File: config.mk
export PLATFORM = sky130hd
export DESIGN_NAME = ir_distance_piecewise_linearizer_unit
export DESIGN_NICKNAME = d
export VERILOG_FILES = /design/src/sv/irdpl_pkg.sv /design/src/sv/irdpl_div.sv /design/src/sv/irdpl_datapath.sv /design/src/sv/irdpl_ctrl.sv /design/src/sv/ir_distance_piecewise_linearizer_unit.sv
export SDC_FILE = /design/constraint.sdc
export NUM_CORES = 1
export LEC_CHECK = 0
export ABC_AREA = 1
export BUFFER_PORTS_ARGS = -buffer_cell sky130_fd_sc_hd__clkbuf_2
export CORE_MARGIN = 4
export CORE_UTILIZATION = 30
export CTS_CLUSTER_SIZE = 20
export DETAILED_ROUTE_END_ITERATION = 10
export PLACE_DENSITY = 0.51
export SYNTH_ARGS = -nofsm -noshare
export SYNTH_HDL_FRONTEND = slang
export SYNTH_SLANG_ARGS = --single-unit
File: constraint.sdc
create_clock -name clk_i -period 10.3 [get_ports clk_i]
set_clock_uncertainty 0.2 [all_clocks]
set_input_delay 1.03 -clock clk_i [delete_from_list [all_inputs] [get_ports clk_i]]
set_output_delay 1.03 -clock clk_i [all_outputs]
set_load 0.03 [all_outputs]
File: src/sv/irdpl_pkg.sv
// Shared types, constants and the reset curve of the IR distance linearizer.
// No dependencies; every other file of the block imports this package.
`default_nettype none

package irdpl_pkg;

  localparam int SAMPLE_W = 10;
  localparam int LEVEL_W  = 9;
  localparam int DIST_W   = 12;
  localparam int IDX_W    = 5;
  localparam int PTS_W    = 5;

  localparam logic [PTS_W-1:0] PTS_RESET = 5'd17;
  localparam int               PTS_MIN   = 2;

  localparam int SCALE_MUL   = 500;
  localparam int SCALE_SHIFT = 10;
  localparam int PROD_W      = SAMPLE_W + LEVEL_W;

  localparam int DIST_MAX = 4095;

  // interpolation arithmetic: dy (13b signed) * ds (10b signed)
  localparam int DY_W  = DIST_W + 1;
  localparam int DS_W  = LEVEL_W + 1;
  localparam int NUM_W = DY_W + DS_W;
  localparam int MAG_W = 21;            // |dy*ds| <= 4095*511 < 2**21
  localparam int DEN_W = LEVEL_W + 1;
  localparam int DIV_W = LEVEL_W;       // |den| magnitude
  localparam int SUM_W = NUM_W;

  localparam logic OP_CONVERT = 1'b0;
  localparam logic OP_WRITE   = 1'b1;

  typedef enum logic [1:0] {
    ST_INTERP = 2'd0,
    ST_NEAR   = 2'd1,
    ST_FAR    = 2'd2,
    ST_WRITE  = 2'd3
  } status_e;

  typedef enum logic [1:0] {
    RD_ZERO = 2'd0,
    RD_LAST = 2'd1,
    RD_NEXT = 2'd2
  } rd_sel_e;

  typedef struct packed {
    logic [LEVEL_W-1:0] lvl;
    logic [DIST_W-1:0]  distance;
  } point_t;

  typedef struct packed {
    logic    capture;
    logic    write_point;
    rd_sel_e rd_sel;
    logic    save_prev;
    logic    x0_cur;
    logic    x0_prev;
    logic    x1_cur;
    logic    set_near;
    logic    set_far;
    logic    set_zero_den;
    logic    mul;
    logic    div_start;
    logic    set_interp;
    logic    load_out;
  } cmd_t;

  typedef struct packed {
    logic near_hit;
    logic far_hit;
    logic stop;
    logic at_zero;
    logic den_zero;
    logic div_done;
  } sts_t;

  // Reset curve; slots past the table repeat the far point.
  function automatic point_t dflt_point(input int idx);
    point_t p;
    unique case (idx)
      0:       p = '{lvl: 9'd300, distance: 12'd30};
      1:       p = '{lvl: 9'd270, distance: 12'd40};
      2:       p = '{lvl: 9'd235, distance: 12'd50};
      3:       p = '{lvl: 9'd200, distance: 12'd60};
      4:       p = '{lvl: 9'd175, distance: 12'd70};
      5:       p = '{lvl: 9'd155, distance: 12'd80};
      6:       p = '{lvl: 9'd140, distance: 12'd90};
      7:       p = '{lvl: 9'd130, distance: 12'd100};
      8:       p = '{lvl: 9'd110, distance: 12'd120};
      9:       p = '{lvl: 9'd90,  distance: 12'd140};
      10:      p = '{lvl: 9'd80,  distance: 12'd160};
      11:      p = '{lvl: 9'd75,  distance: 12'd180};
      12:      p = '{lvl: 9'd65,  distance: 12'd200};
      13:      p = '{lvl: 9'd50,  distance: 12'd250};
      14:      p = '{lvl: 9'd45,  distance: 12'd300};
      15:      p = '{lvl: 9'd35,  distance: 12'd350};
      default: p = '{lvl: 9'd30,  distance: 12'd400};
    endcase
    return p;
  endfunction

endpackage

`default_nettype wire

File: src/sv/irdpl_div.sv
// Restoring unsigned divider, one quotient bit per cycle.
// Depends on irdpl_pkg for the operand widths.
`default_nettype none

module irdpl_div (
  input  logic                       clk_i,
  input  logic                       rst_ni,
  input  logic                       start_i,
  input  logic [irdpl_pkg::MAG_W-1:0] dividend_i,
  input  logic [irdpl_pkg::DIV_W-1:0] divisor_i,
  output logic                       done_o,
  output logic [irdpl_pkg::MAG_W-1:0] quotient_o
);
  import irdpl_pkg::*;

  localparam int CNT_W = $clog2(MAG_W + 1);

  logic [MAG_W-1:0] quo_q, quo_d;
  logic [DIV_W-1:0] rem_q, rem_d;
  logic [CNT_W-1:0] cnt_q, cnt_d;
  logic             busy_q, busy_d;
  logic             done_q, done_d;

  logic [DIV_W:0]   rem_sh;
  logic [DIV_W+1:0] trial;

  assign rem_sh = {rem_q, quo_q[MAG_W-1]};
  assign trial  = {1'b0, rem_sh} - {2'b00, divisor_i};

  always_comb begin
    quo_d  = quo_q;
    rem_d  = rem_q;
    cnt_d  = cnt_q;
    busy_d = busy_q;
    done_d = done_q;
    if (start_i) begin
      quo_d  = dividend_i;
      rem_d  = '0;
      cnt_d  = CNT_W'(MAG_W);
      busy_d = 1'b1;
      done_d = 1'b0;
    end else if (busy_q) begin
      if (!trial[DIV_W+1]) begin
        rem_d = trial[DIV_W-1:0];
        quo_d = {quo_q[MAG_W-2:0], 1'b1};
      end else begin
        rem_d = rem_sh[DIV_W-1:0];
        quo_d = {quo_q[MAG_W-2:0], 1'b0};
      end
      cnt_d = cnt_q - 1'b1;
      if (cnt_q == CNT_W'(1)) begin
        busy_d = 1'b0;
        done_d = 1'b1;
      end
    end
  end

  always_ff @(posedge clk_i or negedge rst_ni) begin
    if (!rst_ni) begin
      cnt_q  <= '0;
      busy_q <= 1'b0;
      done_q <= 1'b0;
    end else begin
      cnt_q  <= cnt_d;
      busy_q <= busy_d;
      done_q <= done_d;
    end
  end

  always_ff @(posedge clk_i) begin
    quo_q <= quo_d;
    rem_q <= rem_d;
  end

  assign done_o     = done_q;
  assign quotient_o = quo_q;

endmodule

`default_nettype wire

File: src/sv/irdpl_datapath.sv
// Datapath: sample scaling, breakpoint memory, segment registers,
// multiply, divide and result registers. Uses irdpl_pkg and irdpl_div.
`default_nettype none

module irdpl_datapath #(
  parameter int MAX_POINTS = 17
) (
  input  logic                          clk_i,
  input  logic                          rst_ni,
  input  logic                          cfg_we_i,
  input  logic [irdpl_pkg::PTS_W-1:0]    cfg_data_i,
  input  logic                          operation_i,
  input  logic [irdpl_pkg::SAMPLE_W-1:0] raw_sample_i,
  input  logic [irdpl_pkg::IDX_W-1:0]    point_index_i,
  input  logic [irdpl_pkg::LEVEL_W-1:0]  point_level_i,
  input  logic [irdpl_pkg::DIST_W-1:0]   point_distance_i,
  input  irdpl_pkg::cmd_t               cmd_i,
  output irdpl_pkg::sts_t               sts_o,
  output logic [irdpl_pkg::LEVEL_W-1:0]  scaled_level_o,
  output logic [irdpl_pkg::DIST_W-1:0]   distance_mm_o,
  output logic [1:0]                    status_o
);
  import irdpl_pkg::*;

  localparam int AW = (MAX_POINTS > 1) ? $clog2(MAX_POINTS) : 1;

  // configuration
  logic [PTS_W-1:0] pts_q;
  logic [AW-1:0]    last_idx;

  always_ff @(posedge clk_i or negedge rst_ni) begin
    if (!rst_ni) begin
      pts_q <= PTS_RESET;
    end else if (cfg_we_i) begin
      pts_q <= cfg_data_i;
    end
  end

  always_comb begin
    int n_pts;
    n_pts = int'(pts_q);
    if (n_pts < PTS_MIN) n_pts = PTS_MIN;
    if (n_pts > MAX_POINTS) n_pts = MAX_POINTS;
    last_idx = AW'(n_pts - 1);
  end

  // breakpoint memory; entries never written read as the reset curve
  point_t          mem_q [MAX_POINTS];
  logic [MAX_POINTS-1:0] valid_q;
  logic            wr_en;
  logic [AW-1:0]   wr_addr;
  logic [AW-1:0]   rd_addr, rd_addr_q;
  point_t          rd_data_q;
  logic            rd_vld_q;
  point_t          cur;

  assign wr_en   = cmd_i.write_point && (int'(point_index_i) < MAX_POINTS);
  assign wr_addr = AW'(point_index_i);

  always_comb begin
    unique case (cmd_i.rd_sel)
      RD_LAST: rd_addr = last_idx;
      RD_NEXT: rd_addr = (rd_addr_q == last_idx) ? rd_addr_q : AW'(rd_addr_q + 1'b1);
      default: rd_addr = '0;
    endcase
  end

  always_ff @(posedge clk_i) begin
    if (wr_en) begin
      mem_q[wr_addr] <= '{lvl: point_level_i, distance: point_distance_i};
    end
  end

  always_ff @(posedge clk_i) begin
    rd_data_q <= mem_q[rd_addr];
  end

  always_ff @(posedge clk_i or negedge rst_ni) begin
    if (!rst_ni) begin
      valid_q   <= '0;
      rd_addr_q <= '0;
      rd_vld_q  <= 1'b0;
    end else begin
      if (wr_en) valid_q[wr_addr] <= 1'b1;
      rd_addr_q <= rd_addr;
      rd_vld_q  <= valid_q[rd_addr];
    end
  end

  assign cur = rd_vld_q ? rd_data_q : dflt_point(int'(rd_addr_q));

  // scaled sample, zero for a write item
  logic [PROD_W-1:0]  prod;
  logic [LEVEL_W-1:0] s_q;

  assign prod = PROD_W'(raw_sample_i) * PROD_W'(SCALE_MUL);

  always_ff @(posedge clk_i) begin
    if (cmd_i.capture) begin
      s_q <= (operation_i == OP_WRITE) ? '0 : LEVEL_W'(prod >> SCALE_SHIFT);
    end
  end

  // segment end points
  point_t prev_q, x0_q, x1_q;

  always_ff @(posedge clk_i) begin
    if (cmd_i.save_prev) prev_q <= cur;
    if (cmd_i.x0_cur) begin
      x0_q <= cur;
    end else if (cmd_i.x0_prev) begin
      x0_q <= prev_q;
    end
    if (cmd_i.x1_cur) x1_q <= cur;
  end

  // (y1-y0)*(s-x0) and x1-x0
  logic signed [DY_W-1:0]  dy;
  logic signed [DS_W-1:0]  ds;
  logic signed [NUM_W-1:0] num_d, num_q;
  logic signed [DEN_W-1:0] den_d, den_q;

  assign dy    = $signed({1'b0, x1_q.distance}) - $signed({1'b0, x0_q.distance});
  assign ds    = $signed({1'b0, s_q}) - $signed({1'b0, x0_q.lvl});
  assign num_d = dy * ds;
  assign den_d = $signed({1'b0, x1_q.lvl}) - $signed({1'b0, x0_q.lvl});

  always_ff @(posedge clk_i) begin
    if (cmd_i.mul) begin
      num_q <= num_d;
      den_q <= den_d;
    end
  end

  // divide magnitudes, restore sign: truncation toward zero
  logic [NUM_W-1:0] num_abs;
  logic [DEN_W-1:0] den_abs;
  logic             q_neg;
  logic [MAG_W-1:0] quo;
  logic             div_done;

  assign num_abs = num_q[NUM_W-1] ? NUM_W'(-num_q) : NUM_W'(num_q);
  assign den_abs = den_q[DEN_W-1] ? DEN_W'(-den_q) : DEN_W'(den_q);
  assign q_neg   = num_q[NUM_W-1] ^ den_q[DEN_W-1];

  irdpl_div u_div (
    .clk_i      (clk_i),
    .rst_ni     (rst_ni),
    .start_i    (cmd_i.div_start),
    .dividend_i (num_abs[MAG_W-1:0]),
    .divisor_i  (den_abs[DIV_W-1:0]),
    .done_o     (div_done),
    .quotient_o (quo)
  );

  logic signed [MAG_W:0]   q_s;
  logic signed [SUM_W-1:0] sum;
  logic [DIST_W-1:0]       interp_dist;

  assign q_s = q_neg ? -$signed({1'b0, quo}) : $signed({1'b0, quo});
  assign sum = $signed({{(SUM_W-DIST_W){1'b0}}, x0_q.distance})
             + $signed({{(SUM_W-MAG_W-1){q_s[MAG_W]}}, q_s});

  always_comb begin
    if (sum[SUM_W-1]) begin
      interp_dist = '0;
    end else if (sum > $signed(SUM_W'(DIST_MAX))) begin
      interp_dist = DIST_W'(DIST_MAX);
    end else begin
      interp_dist = sum[DIST_W-1:0];
    end
  end

  // result and output registers
  logic [DIST_W-1:0]  res_dist_q;
  status_e            res_status_q;
  logic [LEVEL_W-1:0] out_scaled_q;
  logic [DIST_W-1:0]  out_dist_q;
  status_e            out_status_q;

  always_ff @(posedge clk_i) begin
    priority if (cmd_i.write_point) begin
      res_dist_q   <= '0;
      res_status_q <= ST_WRITE;
    end else if (cmd_i.set_near) begin
      res_dist_q   <= cur.distance;
      res_status_q <= ST_NEAR;
    end else if (cmd_i.set_far) begin
      res_dist_q   <= cur.distance;
      res_status_q <= ST_FAR;
    end else if (cmd_i.set_zero_den) begin
      res_dist_q   <= x0_q.distance;
      res_status_q <= ST_INTERP;
    end else if (cmd_i.set_interp) begin
      res_dist_q   <= interp_dist;
      res_status_q <= ST_INTERP;
    end
    if (cmd_i.load_out) begin
      out_scaled_q <= s_q;
      out_dist_q   <= res_dist_q;
      out_status_q <= res_status_q;
    end
  end

  assign sts_o.near_hit = s_q > cur.lvl;
  assign sts_o.far_hit  = s_q < cur.lvl;
  assign sts_o.stop     = (rd_addr_q == last_idx) || (s_q >= cur.lvl);
  assign sts_o.at_zero  = (rd_addr_q == '0);
  assign sts_o.den_zero = (x1_q.lvl == x0_q.lvl);
  assign sts_o.div_done = div_done;

  assign scaled_level_o = out_scaled_q;
  assign distance_mm_o  = out_dist_q;
  assign status_o       = out_status_q;

endmodule

`default_nettype wire

File: src/sv/irdpl_ctrl.sv
// Sequencer: handshakes, clamp checks, segment search walk and divide wait.
// Depends on irdpl_pkg for the command and status structs.
`default_nettype none

module irdpl_ctrl (
  input  logic            clk_i,
  input  logic            rst_ni,
  input  logic            in_valid_i,
  output logic            in_ready_o,
  input  logic            operation_i,
  output logic            out_valid_o,
  input  logic            out_ready_i,
  input  irdpl_pkg::sts_t sts_i,
  output irdpl_pkg::cmd_t cmd_o
);
  import irdpl_pkg::*;

  typedef enum logic [8:0] {
    S_IDLE   = 9'b000000001,
    S_NEAR   = 9'b000000010,
    S_FAR    = 9'b000000100,
    S_SEARCH = 9'b000001000,
    S_SEG1   = 9'b000010000,
    S_MUL    = 9'b000100000,
    S_DIVGO  = 9'b001000000,
    S_DIV    = 9'b010000000,
    S_FIN    = 9'b100000000
  } state_e;

  state_e state_q, state_d;
  logic   out_valid_q, out_valid_d;
  cmd_t   cmd;
  logic   accept;

  assign accept = in_valid_i && (state_q == S_IDLE);

  always_comb begin
    state_d = state_q;
    cmd     = '0;
    cmd.rd_sel = RD_ZERO;
    unique case (state_q)
      S_IDLE: begin
        cmd.capture     = accept;
        cmd.write_point = accept && (operation_i == OP_WRITE);
        if (accept) begin
          state_d = (operation_i == OP_WRITE) ? S_FIN : S_NEAR;
        end
      end
      S_NEAR: begin
        if (sts_i.near_hit) begin
          cmd.set_near = 1'b1;
          state_d      = S_FIN;
        end else begin
          cmd.rd_sel = RD_LAST;
          state_d    = S_FAR;
        end
      end
      S_FAR: begin
        if (sts_i.far_hit) begin
          cmd.set_far = 1'b1;
          state_d     = S_FIN;
        end else begin
          state_d = S_SEARCH;
        end
      end
      S_SEARCH: begin
        cmd.rd_sel    = RD_NEXT;
        cmd.save_prev = 1'b1;
        if (sts_i.stop) begin
          if (sts_i.at_zero) begin
            cmd.x0_cur = 1'b1;
            state_d    = S_SEG1;
          end else begin
            cmd.x0_prev = 1'b1;
            cmd.x1_cur  = 1'b1;
            state_d     = S_MUL;
          end
        end
      end
      S_SEG1: begin
        cmd.x1_cur = 1'b1;
        state_d    = S_MUL;
      end
      S_MUL: begin
        if (sts_i.den_zero) begin
          cmd.set_zero_den = 1'b1;
          state_d          = S_FIN;
        end else begin
          cmd.mul = 1'b1;
          state_d = S_DIVGO;
        end
      end
      S_DIVGO: begin
        cmd.div_start = 1'b1;
        state_d       = S_DIV;
      end
      S_DIV: begin
        if (sts_i.div_done) begin
          cmd.set_interp = 1'b1;
          state_d        = S_FIN;
        end
      end
      S_FIN: begin
        if (!out_valid_q || out_ready_i) begin
          cmd.load_out = 1'b1;
          state_d      = S_IDLE;
        end
      end
      default: state_d = S_IDLE;
    endcase
  end

  always_comb begin
    priority if (cmd.load_out) begin
      out_valid_d = 1'b1;
    end else if (out_ready_i) begin
      out_valid_d = 1'b0;
    end else begin
      out_valid_d = out_valid_q;
    end
  end

  always_ff @(posedge clk_i or negedge rst_ni) begin
    if (!rst_ni) begin
      state_q     <= S_IDLE;
      out_valid_q <= 1'b0;
    end else begin
      state_q     <= state_d;
      out_valid_q <= out_valid_d;
    end
  end

  assign in_ready_o  = (state_q == S_IDLE);
  assign out_valid_o = out_valid_q;
  assign cmd_o       = cmd;

  // one item in flight: no second accept right after the first
  a_busy_after_accept: assert property (@(posedge clk_i) disable iff (!rst_ni)
    accept |=> !in_ready_o)
    else $error("input taken while an item is in flight");

  // a result never overwrites one that is still waiting
  a_no_overwrite: assert property (@(posedge clk_i) disable iff (!rst_ni)
    cmd.load_out |-> (!out_valid_q || out_ready_i))
    else $error("output register overwritten");

  // starting the divider clears its done flag before the wait state
  a_div_restart: assert property (@(posedge clk_i) disable iff (!rst_ni)
    (state_q == S_DIVGO) |=> (state_q == S_DIV) && !sts_i.div_done)
    else $error("stale divider done");

  // clamp results come straight from the two boundary reads
  a_clamp_path: assert property (@(posedge clk_i) disable iff (!rst_ni)
    (cmd.set_near || cmd.set_far) |=> (state_q == S_FIN))
    else $error("clamp did not go to result");

endmodule

`default_nettype wire

File: src/sv/ir_distance_piecewise_linearizer_unit.sv
// IR distance linearizer: top level, sequencer plus datapath.
// Depends on irdpl_pkg, irdpl_ctrl, irdpl_datapath (and irdpl_div under it).
//
// Usage:
//  - Input channel in_valid_i/in_ready_o carries one item: operation_i selects
//    convert (raw_sample_i) or breakpoint write (point_index_i, point_level_i,
//    point_distance_i). Output channel out_valid_o/out_ready_i returns one
//    item per input: scaled_level_o, distance_mm_o, status_o.
//  - cfg_we_i/cfg_data_i set the number of breakpoints used (saturated to
//    2..MAX_POINTS); write only while the block is idle.
//  - One item at a time. A write goes straight to the result; a convert
//    checks the near clamp, then the far clamp, then walks the segments
//    (one breakpoint read per cycle from the breakpoint memory) and runs
//    the bit-serial divider. A zero-width segment skips the divide.
//  - The finished result sits in an output register; in_ready_o rises again
//    once it is loaded, so the next item is taken while the result waits.
//    If the receiver stalls, the following result holds in the sequencer
//    until the output register is free.
//  - Reset: the curve reads as the 17-point default at once (valid bits
//    per slot, no clearing pass), point count 17, both channels empty.
`default_nettype none

module ir_distance_piecewise_linearizer_unit #(
  parameter int MAX_POINTS = 17
) (
  input  logic        clk_i,
  input  logic        rst_ni,
  input  logic        cfg_we_i,
  input  logic [4:0]  cfg_data_i,
  input  logic        in_valid_i,
  output logic        in_ready_o,
  input  logic        operation_i,
  input  logic [9:0]  raw_sample_i,
  input  logic [4:0]  point_index_i,
  input  logic [8:0]  point_level_i,
  input  logic [11:0] point_distance_i,
  output logic        out_valid_o,
  input  logic        out_ready_i,
  output logic [8:0]  scaled_level_o,
  output logic [11:0] distance_mm_o,
  output logic [1:0]  status_o
);
  import irdpl_pkg::*;

  cmd_t cmd;   // sequencer -> datapath
  sts_t sts;   // datapath compare results -> sequencer

  irdpl_ctrl u_ctrl (
    .clk_i       (clk_i),
    .rst_ni      (rst_ni),
    .in_valid_i  (in_valid_i),
    .in_ready_o  (in_ready_o),
    .operation_i (operation_i),
    .out_valid_o (out_valid_o),
    .out_ready_i (out_ready_i),
    .sts_i       (sts),
    .cmd_o       (cmd)
  );

  irdpl_datapath #(
    .MAX_POINTS (MAX_POINTS)
  ) u_datapath (
    .clk_i            (clk_i),
    .rst_ni           (rst_ni),
    .cfg_we_i         (cfg_we_i),
    .cfg_data_i       (cfg_data_i),
    .operation_i      (operation_i),
    .raw_sample_i     (raw_sample_i),
    .point_index_i    (point_index_i),
    .point_level_i    (point_level_i),
    .point_distance_i (point_distance_i),
    .cmd_i            (cmd),
    .sts_o            (sts),
    .scaled_level_o   (scaled_level_o),
    .distance_mm_o    (distance_mm_o),
    .status_o         (status_o)
  );

endmodule

`default_nettype wire

==> results of run 1 <==
## cell families (layout without fill, tap and decap cells)
| group | after synthesis | in the layout | share of synthesized area |
|---|---|---|---|
| AND/OR/NAND/NOR | 1582 | 1582 | 0.194 |
| multiplexers | 2 | 2 | 0.000647 |
| other | 0 | 2 | 0 |
| AO/OA/AOI/OAI | 332 | 332 | 0.0541 |
| XOR/XNOR | 97 | 97 | 0.0244 |
| flip-flops | 594 | 594 | 0.494 |
| adder cells (fa/ha/maj) | 316 | 316 | 0.146 |
| buffers and inverters | 753 | 872 | 0.0873 |
## layout by cell type, fill, tap and decap left out, drive strengths merged, types with 34 or more instances in the layout
cell type,count
xor2,66
nand3,381
dfrtp,42
o21ai,131
ha,167
inv,628
edfxtp,505
clkbuf,162
buf,39
fa,149
clkinv,34
a21oi,112
dfxtp,44
nand2,902
nor2,204
## stage by stage
stage | hold WS [ns] | instance area (um^2) | instances | util
5_1_grt | 0.255 | 39100 | 5307 | 0.341
6_report | 0.243 | 39100 | 5309 | 0.341
4_1_cts | 0.244 | 39100 | 5307 | 0.341
3_3_place_gp | 0.229 | 36800 | 5180 | 0.320
3_5_place_dp | 0.226 | 36800 | 5180 | 0.320
2_1_floorplan | 0.208 | 34800 | 3676 | -
## state kept, by name (all words and copies together), names as in the netlist, 2 cells and up
name,cells
u_datapath.rd_addr_q,5
u_datapath.prev_q,21
u_datapath.distance_mm_o,12
u_datapath.u_div.cnt_q,5
u_datapath.valid_q,17
u_datapath.res_status_q,2
u_datapath.rd_data_q,21
u_ctrl.state_q,9
u_datapath.res_dist_q,12
u_datapath.u_div.rem_q,9
u_datapath.den_q,10
u_datapath.num_q,22
u_datapath.x1_q,21
u_datapath.u_div.quotient_o,21
u_datapath.mem_q,357
u_datapath.s_q,9
u_datapath.x0_q,21
u_datapath.status_o,2
u_datapath.scaled_level_o,9
u_datapath.pts_q,5
## layer usage
| metal | up-vias | track usage | share of wire |
|---|---|---|---|
| li1 | 12100 | - | - |
| met1 | 11600 | 0.200 | 0.45 |
| met2 | 503 | 0.259 | 0.48 |
| met3 | 160 | 0.0201 | 0.040 |
| met4 | 0 | 0.0488 | 0.033 |
| met5 | - | 0 | 0 |
## cells in the mapped netlist (44+ instances only)
cell type and count:
nor2_1 199, nand2_1 893, a21oi_1 110, inv_1 617, o21ai_0 126, dfxtp_1 44
ha_1 167, fa_1 149, xor2_1 66, nand3_1 379, clkbuf_1 53, edfxtp_1 505
## final timing paths
path	slack, ns	endpoint	startpoint
worst max-delay path	2.25	u_datapath.num_q[19]	u_datapath.s_q[0]
worst min-delay path	0.24	u_datapath.rd_data_q[3]	u_datapath.mem_q[16][3]
worst max register to register	2.25	u_datapath.num_q[19]	u_datapath.s_q[0]
worst min register to register	0.24	u_datapath.rd_data_q[3]	u_datapath.mem_q[16][3]
max in group asynchronous	9.12	u_datapath.rd_addr_q[1]	rst_ni
min in group asynchronous	0.31	u_datapath.u_div.busy_q	rst_ni
## cell type report
type | count | area share
Antenna cell | 2 | 0.000128
Tap cell | 1512 | 0.0483
Clock inverter | 36 | 0.0116
Multi-Input combinational cell | 2329 | 0.375
Timing Repair Buffer | 110 | 0.0166
Clock buffer | 91 | 0.0483
Inverter | 635 | 0.0610
Sequential cell | 594 | 0.439
## tightest hold or removal path: stages, from the launching register on
cell and delay [ns]:
edfxtp_1 0.32, nand2_1 0.05, nand2_1 0.05
==> results.py, run 1 <==
metrics = {
    "cts": {
        "clock_tree_from_tritoncts": "done",
        "cts_hold_repair.buffers": 0,
        "post-cts-setup-buffers": 0,
        "clock_latency_on_the_worst_skew_pair_ns": 0.64,
        "cts_resized": 0,
        "cts.htree.levels": 3,
        "cts.path.max_buffers": 3,
        "cts_made_buffers": 70,
        "cts_sinks": 594,
        "cts_root_buf": "clkbuf_16",
        "worst_setup_hold_path_clk_slew_ns": 0.06,
    },
    "critical_path": {
        "cell_with_the_biggest_individual_delay_on_the_critical_path": "xor2_1",
        "worst_path_largest_cell_delay_ns": 0.77,
        "setup.worst_path.class": "register to register",
        "ff_to_ff_path_depth": 35,
        "startpoint_kind_of_the_worst_setup_timing_path": "register",
        "timing.critical_path.to_type": "register",
        "data_arrival_time_of_the_worst_path_ns": 8.22,
        "crit_path_max_fanout": 11,
        "cp_num_cells": 35,
        "cp.required_ns": 10.47,
        "worstPathBufferInverterCount": 7,
        "cpLargestDelayFamily": "adder cells",
    },
    "placement": {
        "port_buffers": 71,
        "pre_cts_slack_ns": 2.31,
        "place_hpwl_um": 62000,
        "routability_cong": 0.863,
    },
    "flow_run": {
        "maxCapViolCount": 0,
    },
    "yosys": {
        "synth-seq-area-share": 0.494,
        "synth.top_cells.by_area": "edfxtp_1 (44%), nand2_1 (9.6%), fa_1 (8.6%)",
        "synth_flop_cell": "edfxtp_1",
        "post_synth_num_cell_types": 61,
        "synthCells": 3676,
        "synth_fp_nets": 4039,
        "yosys.area.top_type": "edfxtp_1",
        "synth.yosys.warnings": 0,
        "syn-mean-instance-area_um2": 9.47,
        "synth_seq_cells": 594,
        "syn-cell-area_mm2": 0.0348,
        "synth-async-reset-ratio": 0.0758,
        "post_synth_edffs": 505,
        "yosysTopAreaCellShare": 0.436,
    },
    "grt": {
        "grt_antenna_before_repair": 2,
        "grt_util_all_layers": 0.152,
        "first_pass_grt_wire_length_um": 143000,
        "grt_overflow_total": 0,
        "grt_max_degree": 103,
        "via_count_of_the_first_global_routing_pass": 24000,
    },
    "finish": {
        "register_area_mm2": 0.0172,
        "layout-drive-gt1-share": 0.0751,
        "design.final.nets": 4103,
        "multi_input_comb_area_mm2": 0.0147,
        "area_added_between_synthesis_and_finish_pct": 12.5,
        "fill_count": 11700,
    },
    "sta": {
        "number_of_pins_with_negative_max_slew_slack_in_the_final_report": 0,
        "finalSetupTns_ns": 0,
        "period_minus_slack_ns": 8.05,
        "tightestPinTransition_ns": 1.21,
        "finalCritPeriodShare": 0.782,
        "fmax_ghz": 0.124,
        "grt_setup_unrepaired": "no",
        "final-hold-violation-count": 0,
        "setup_viol": 0,
        "timing.final.ws_setup_ns": 2.25,
        "relSlewSlack": 0.192,
    },
    "routing": {
        "post_drt_via_cell_ratio": 4.58,
        "antenna_left": 0,
        "routed_wirelength_um": 92100,
        "drt-initial-drc-count": 1670,
        "vias": 24300,
        "post-route-drc-count": 0,
        "route.detailed.wl_per_inst_um": 17.4,
        "drt_first_pass_iters": 5,
    },
    "floorplanning": {
        "placeableCoreArea_mm2": 0.115,
        "standard_cell_row_count": 124,
        "initial_core_util": 0.303,
        "num_io_pins": 72,
        "die_width_um": 349,
        "die_y_um": 349,
        "die_area_mm2": 0.121,
    },
    "outcome": {
        "outcome": "finished, final reports clean",
    },
    "hold_path": {
        "worst_hold_path.num_cells": 2,
        "min_path_type": "register to register",
    },
}
Power of run 1 is not shown: default switching activity piles up to over one toggle a cycle in this logic, so the estimate is an artifact.
==> run 2, diff against run 1 <==
- PLACE_DENSITY: 0.51 -> 0.53
- clock period: 10.3 -> 6.5 ns (I/O delays scaled with it)
==> run 2 against run 1 <==
Against the previous run: the run now ends with setup timing left; cell count grew 3.6%; hold slack worse by 0.20 ns; worst setup slack worse by 2.5 ns; first-iteration DRC count increased by 3.5%; sequential share of layout area shrank 1.8 points; count of clock-buffer cells in the layout up 1; critical endpoint unchanged.
==> results.py, run 2 (synthesis results as in run 1) <==
metrics = {
    "grt": {
        "grt_antenna_before_repair": 6,
        "grt_max_degree": 67,
        "met3_usage": 0.0219,
        "grt_overflow_total": 0,
        "grt_util_all_layers": 0.153,
        "busiest_layer": "met2",
        "gr-usage-met1": 0.198,
        "met2_track_demand_over_resource": 0.265,
        "via_count_of_the_first_global_routing_pass": 24700,
        "first_pass_grt_wire_length_um": 145000,
    },
    "sta": {
        "finalCritPeriodShare": 1.04,
        "number_of_pins_with_negative_max_slew_slack_in_the_final_report": 0,
        "setup_viol": 8,
        "relSlewSlack": 0.200,
        "period_minus_slack_ns": 6.76,
        "timing.final.ws_setup_ns": -0.256,
        "final-hold-violation-count": 0,
        "fmax_ghz": 0.148,
        "grt_setup_unrepaired": "yes",
        "tightestPinTransition_ns": 1.20,
    },
    "finish": {
        "most_used_cells_in_the_layout_excluding_fill_and_tap_cells": "nand2_1 (884), inv_1 (597), edfxtp_1 (505), nand3_1 (377), buf_4 (219)",
        "design.final.nets": 4293,
        "flip_flop_count_of_the_largest_register_after_layout": 357,
        "area_added_between_synthesis_and_finish_pct": 17.4,
        "final_common_cell": "nand2_1",
        "reg.largest.list": "u_datapath.mem_q x357, u_datapath.num_q x22",
        "largest_register": "u_datapath.mem_q",
        "layout-drive-gt1-share": 0.137,
    },
    "cts": {
        "cts.path.max_buffers": 3,
        "cts_root_buf": "clkbuf_16",
        "worst_setup_hold_path_clk_slew_ns": 0.06,
        "cts_sinks": 594,
        "clock_tree_from_tritoncts": "done",
        "cts_made_buffers": 68,
        "cts.htree.levels": 3,
        "clock_latency_on_the_worst_skew_pair_ns": 0.62,
    },
    "placement": {
        "pre_cts_slack_ns": -0.413,
        "port_buffers": 71,
        "routability_cong": 0.865,
        "place_hpwl_um": 64200,
    },
    "critical_path": {
        "timing.critical_path.to_type": "register",
        "critPathMostFrequentCell": "nand2_1",
        "data_arrival_time_of_the_worst_path_ns": 6.92,
        "worst_r2r_start": "u_datapath.s_q[0]",
        "cell_with_the_biggest_individual_delay_on_the_critical_path": "fa_1",
        "crit_path_max_fanout": 4,
        "setup.worst_path.class": "register to register",
        "ff_to_ff_path_depth": 35,
        "startpoint_kind_of_the_worst_setup_timing_path": "register",
        "cp.required_ns": 6.66,
        "critPathLaunch": "u_datapath.s_q[0]",
        "worst_path_largest_cell_delay_ns": 0.54,
    },
    "routing": {
        "post_drt_via_cell_ratio": 4.58,
        "drt_first_pass_iters": 5,
        "antenna_left": 0,
        "route.detailed.wl_per_inst_um": 17.1,
        "drt-initial-drc-count": 1728,
        "post-route-drc-count": 0,
        "routed_wirelength_um": 93900,
        "vias": 25200,
    },
    "hold_path": {
        "worst_hold_path.num_cells": 3,
        "min_path_type": "primary input to register",
        "hold_start": "cfg_data_i[1]",
    },
    "floorplanning": {
        "die_y_um": 349,
        "standard_cell_row_count": 124,
        "num_io_pins": 72,
        "initial_core_util": 0.303,
        "placeableCoreArea_mm2": 0.115,
        "die_width_um": 349,
        "die_area_mm2": 0.121,
    },
    "outcome": {
        "outcome": "complete, but fails checks",
        "violations": "setup timing",
    },
    "flow_run": {
        "maxCapViolCount": 0,
    },
}
-- run 2: worst max-delay path: cells and delay by family, from the launching register on --
kind                       cells  cell delay (ns)
AOI/OAI and AO/OA              9             1.19
xor gates and xnor gates       2             0.33
adders and majority gates      8             3.19
buffers and inverters          7             0.42
DFF                            1             0.40
and+or+nand+nor                9             0.81
-- run 2: layout make-up --
class / count / area [um^2]
fill: 11600 / 74000
sequential: 594 / 17200
multi-input combinational: 2329 / 15000
inverter: 635 / 2400
timing repair buffer: 302 / 2210
clock buffer: 92 / 1890
tap: 1512 / 1890
clock inverter: 32 / 330
antenna: 2 / 5.00
-- run 2: what timing repair did --
| item | in CTS | in global routing |
|---|---|---|
| hold buffers | 1 | 0 |
| gates cloned | 0 | 0 |
| resized for setup | 21 | 45 |
| pin swaps | 11 | 33 |
| setup buffers | 6 | 7 |
| hold endpoints to repair | 42 | 0 |
| setup endpoints to repair | 8 | 10 |
-- run 2: path summary, 6_finish.rpt --
check | endpoint | slack [ns]
worst max-delay path | u_datapath.num_q[19] | -0.26
worst min-delay path | u_datapath.pts_q[1] | 0.04
worst max register to register | u_datapath.num_q[19] | -0.26
worst min register to register | u_datapath.distance_mm_o[3] | 0.24
max in group asynchronous | u_datapath.rd_addr_q[4] | 5.16
min in group asynchronous | u_datapath.u_div.cnt_q[1] | 0.50
-- run 2: metal layers --
| metal | share of wire | vias up | routed length, um |
|---|---|---|---|
| met2 | 0.49 | 528 | 45900 |
| li1 | - | 12500 | - |
| met3 | 0.045 | 142 | 4190 |
| met5 | 0.000096 | - | 9 |
| met1 | 0.44 | 12000 | 41200 |
| met4 | 0.028 | 2 | 2650 |
-- run 2: stage by stage --
step	std cells	hold slack (ns)	cell area [um^2]	utilization	TNS, ns
CTS	5489	0.00267	40600	0.354	-0.933
detailed placement	5358	0.228	38300	0.334	-2.32
global route	5497	0.0413	40900	0.356	-4.30
global placement	5358	0.232	38300	0.334	-1.84
floorplan	3676	0.154	34900	-	-0.397
finish	5498	0.0381	40900	0.356	-1.43
Power of run 2 is left out for the same reason.
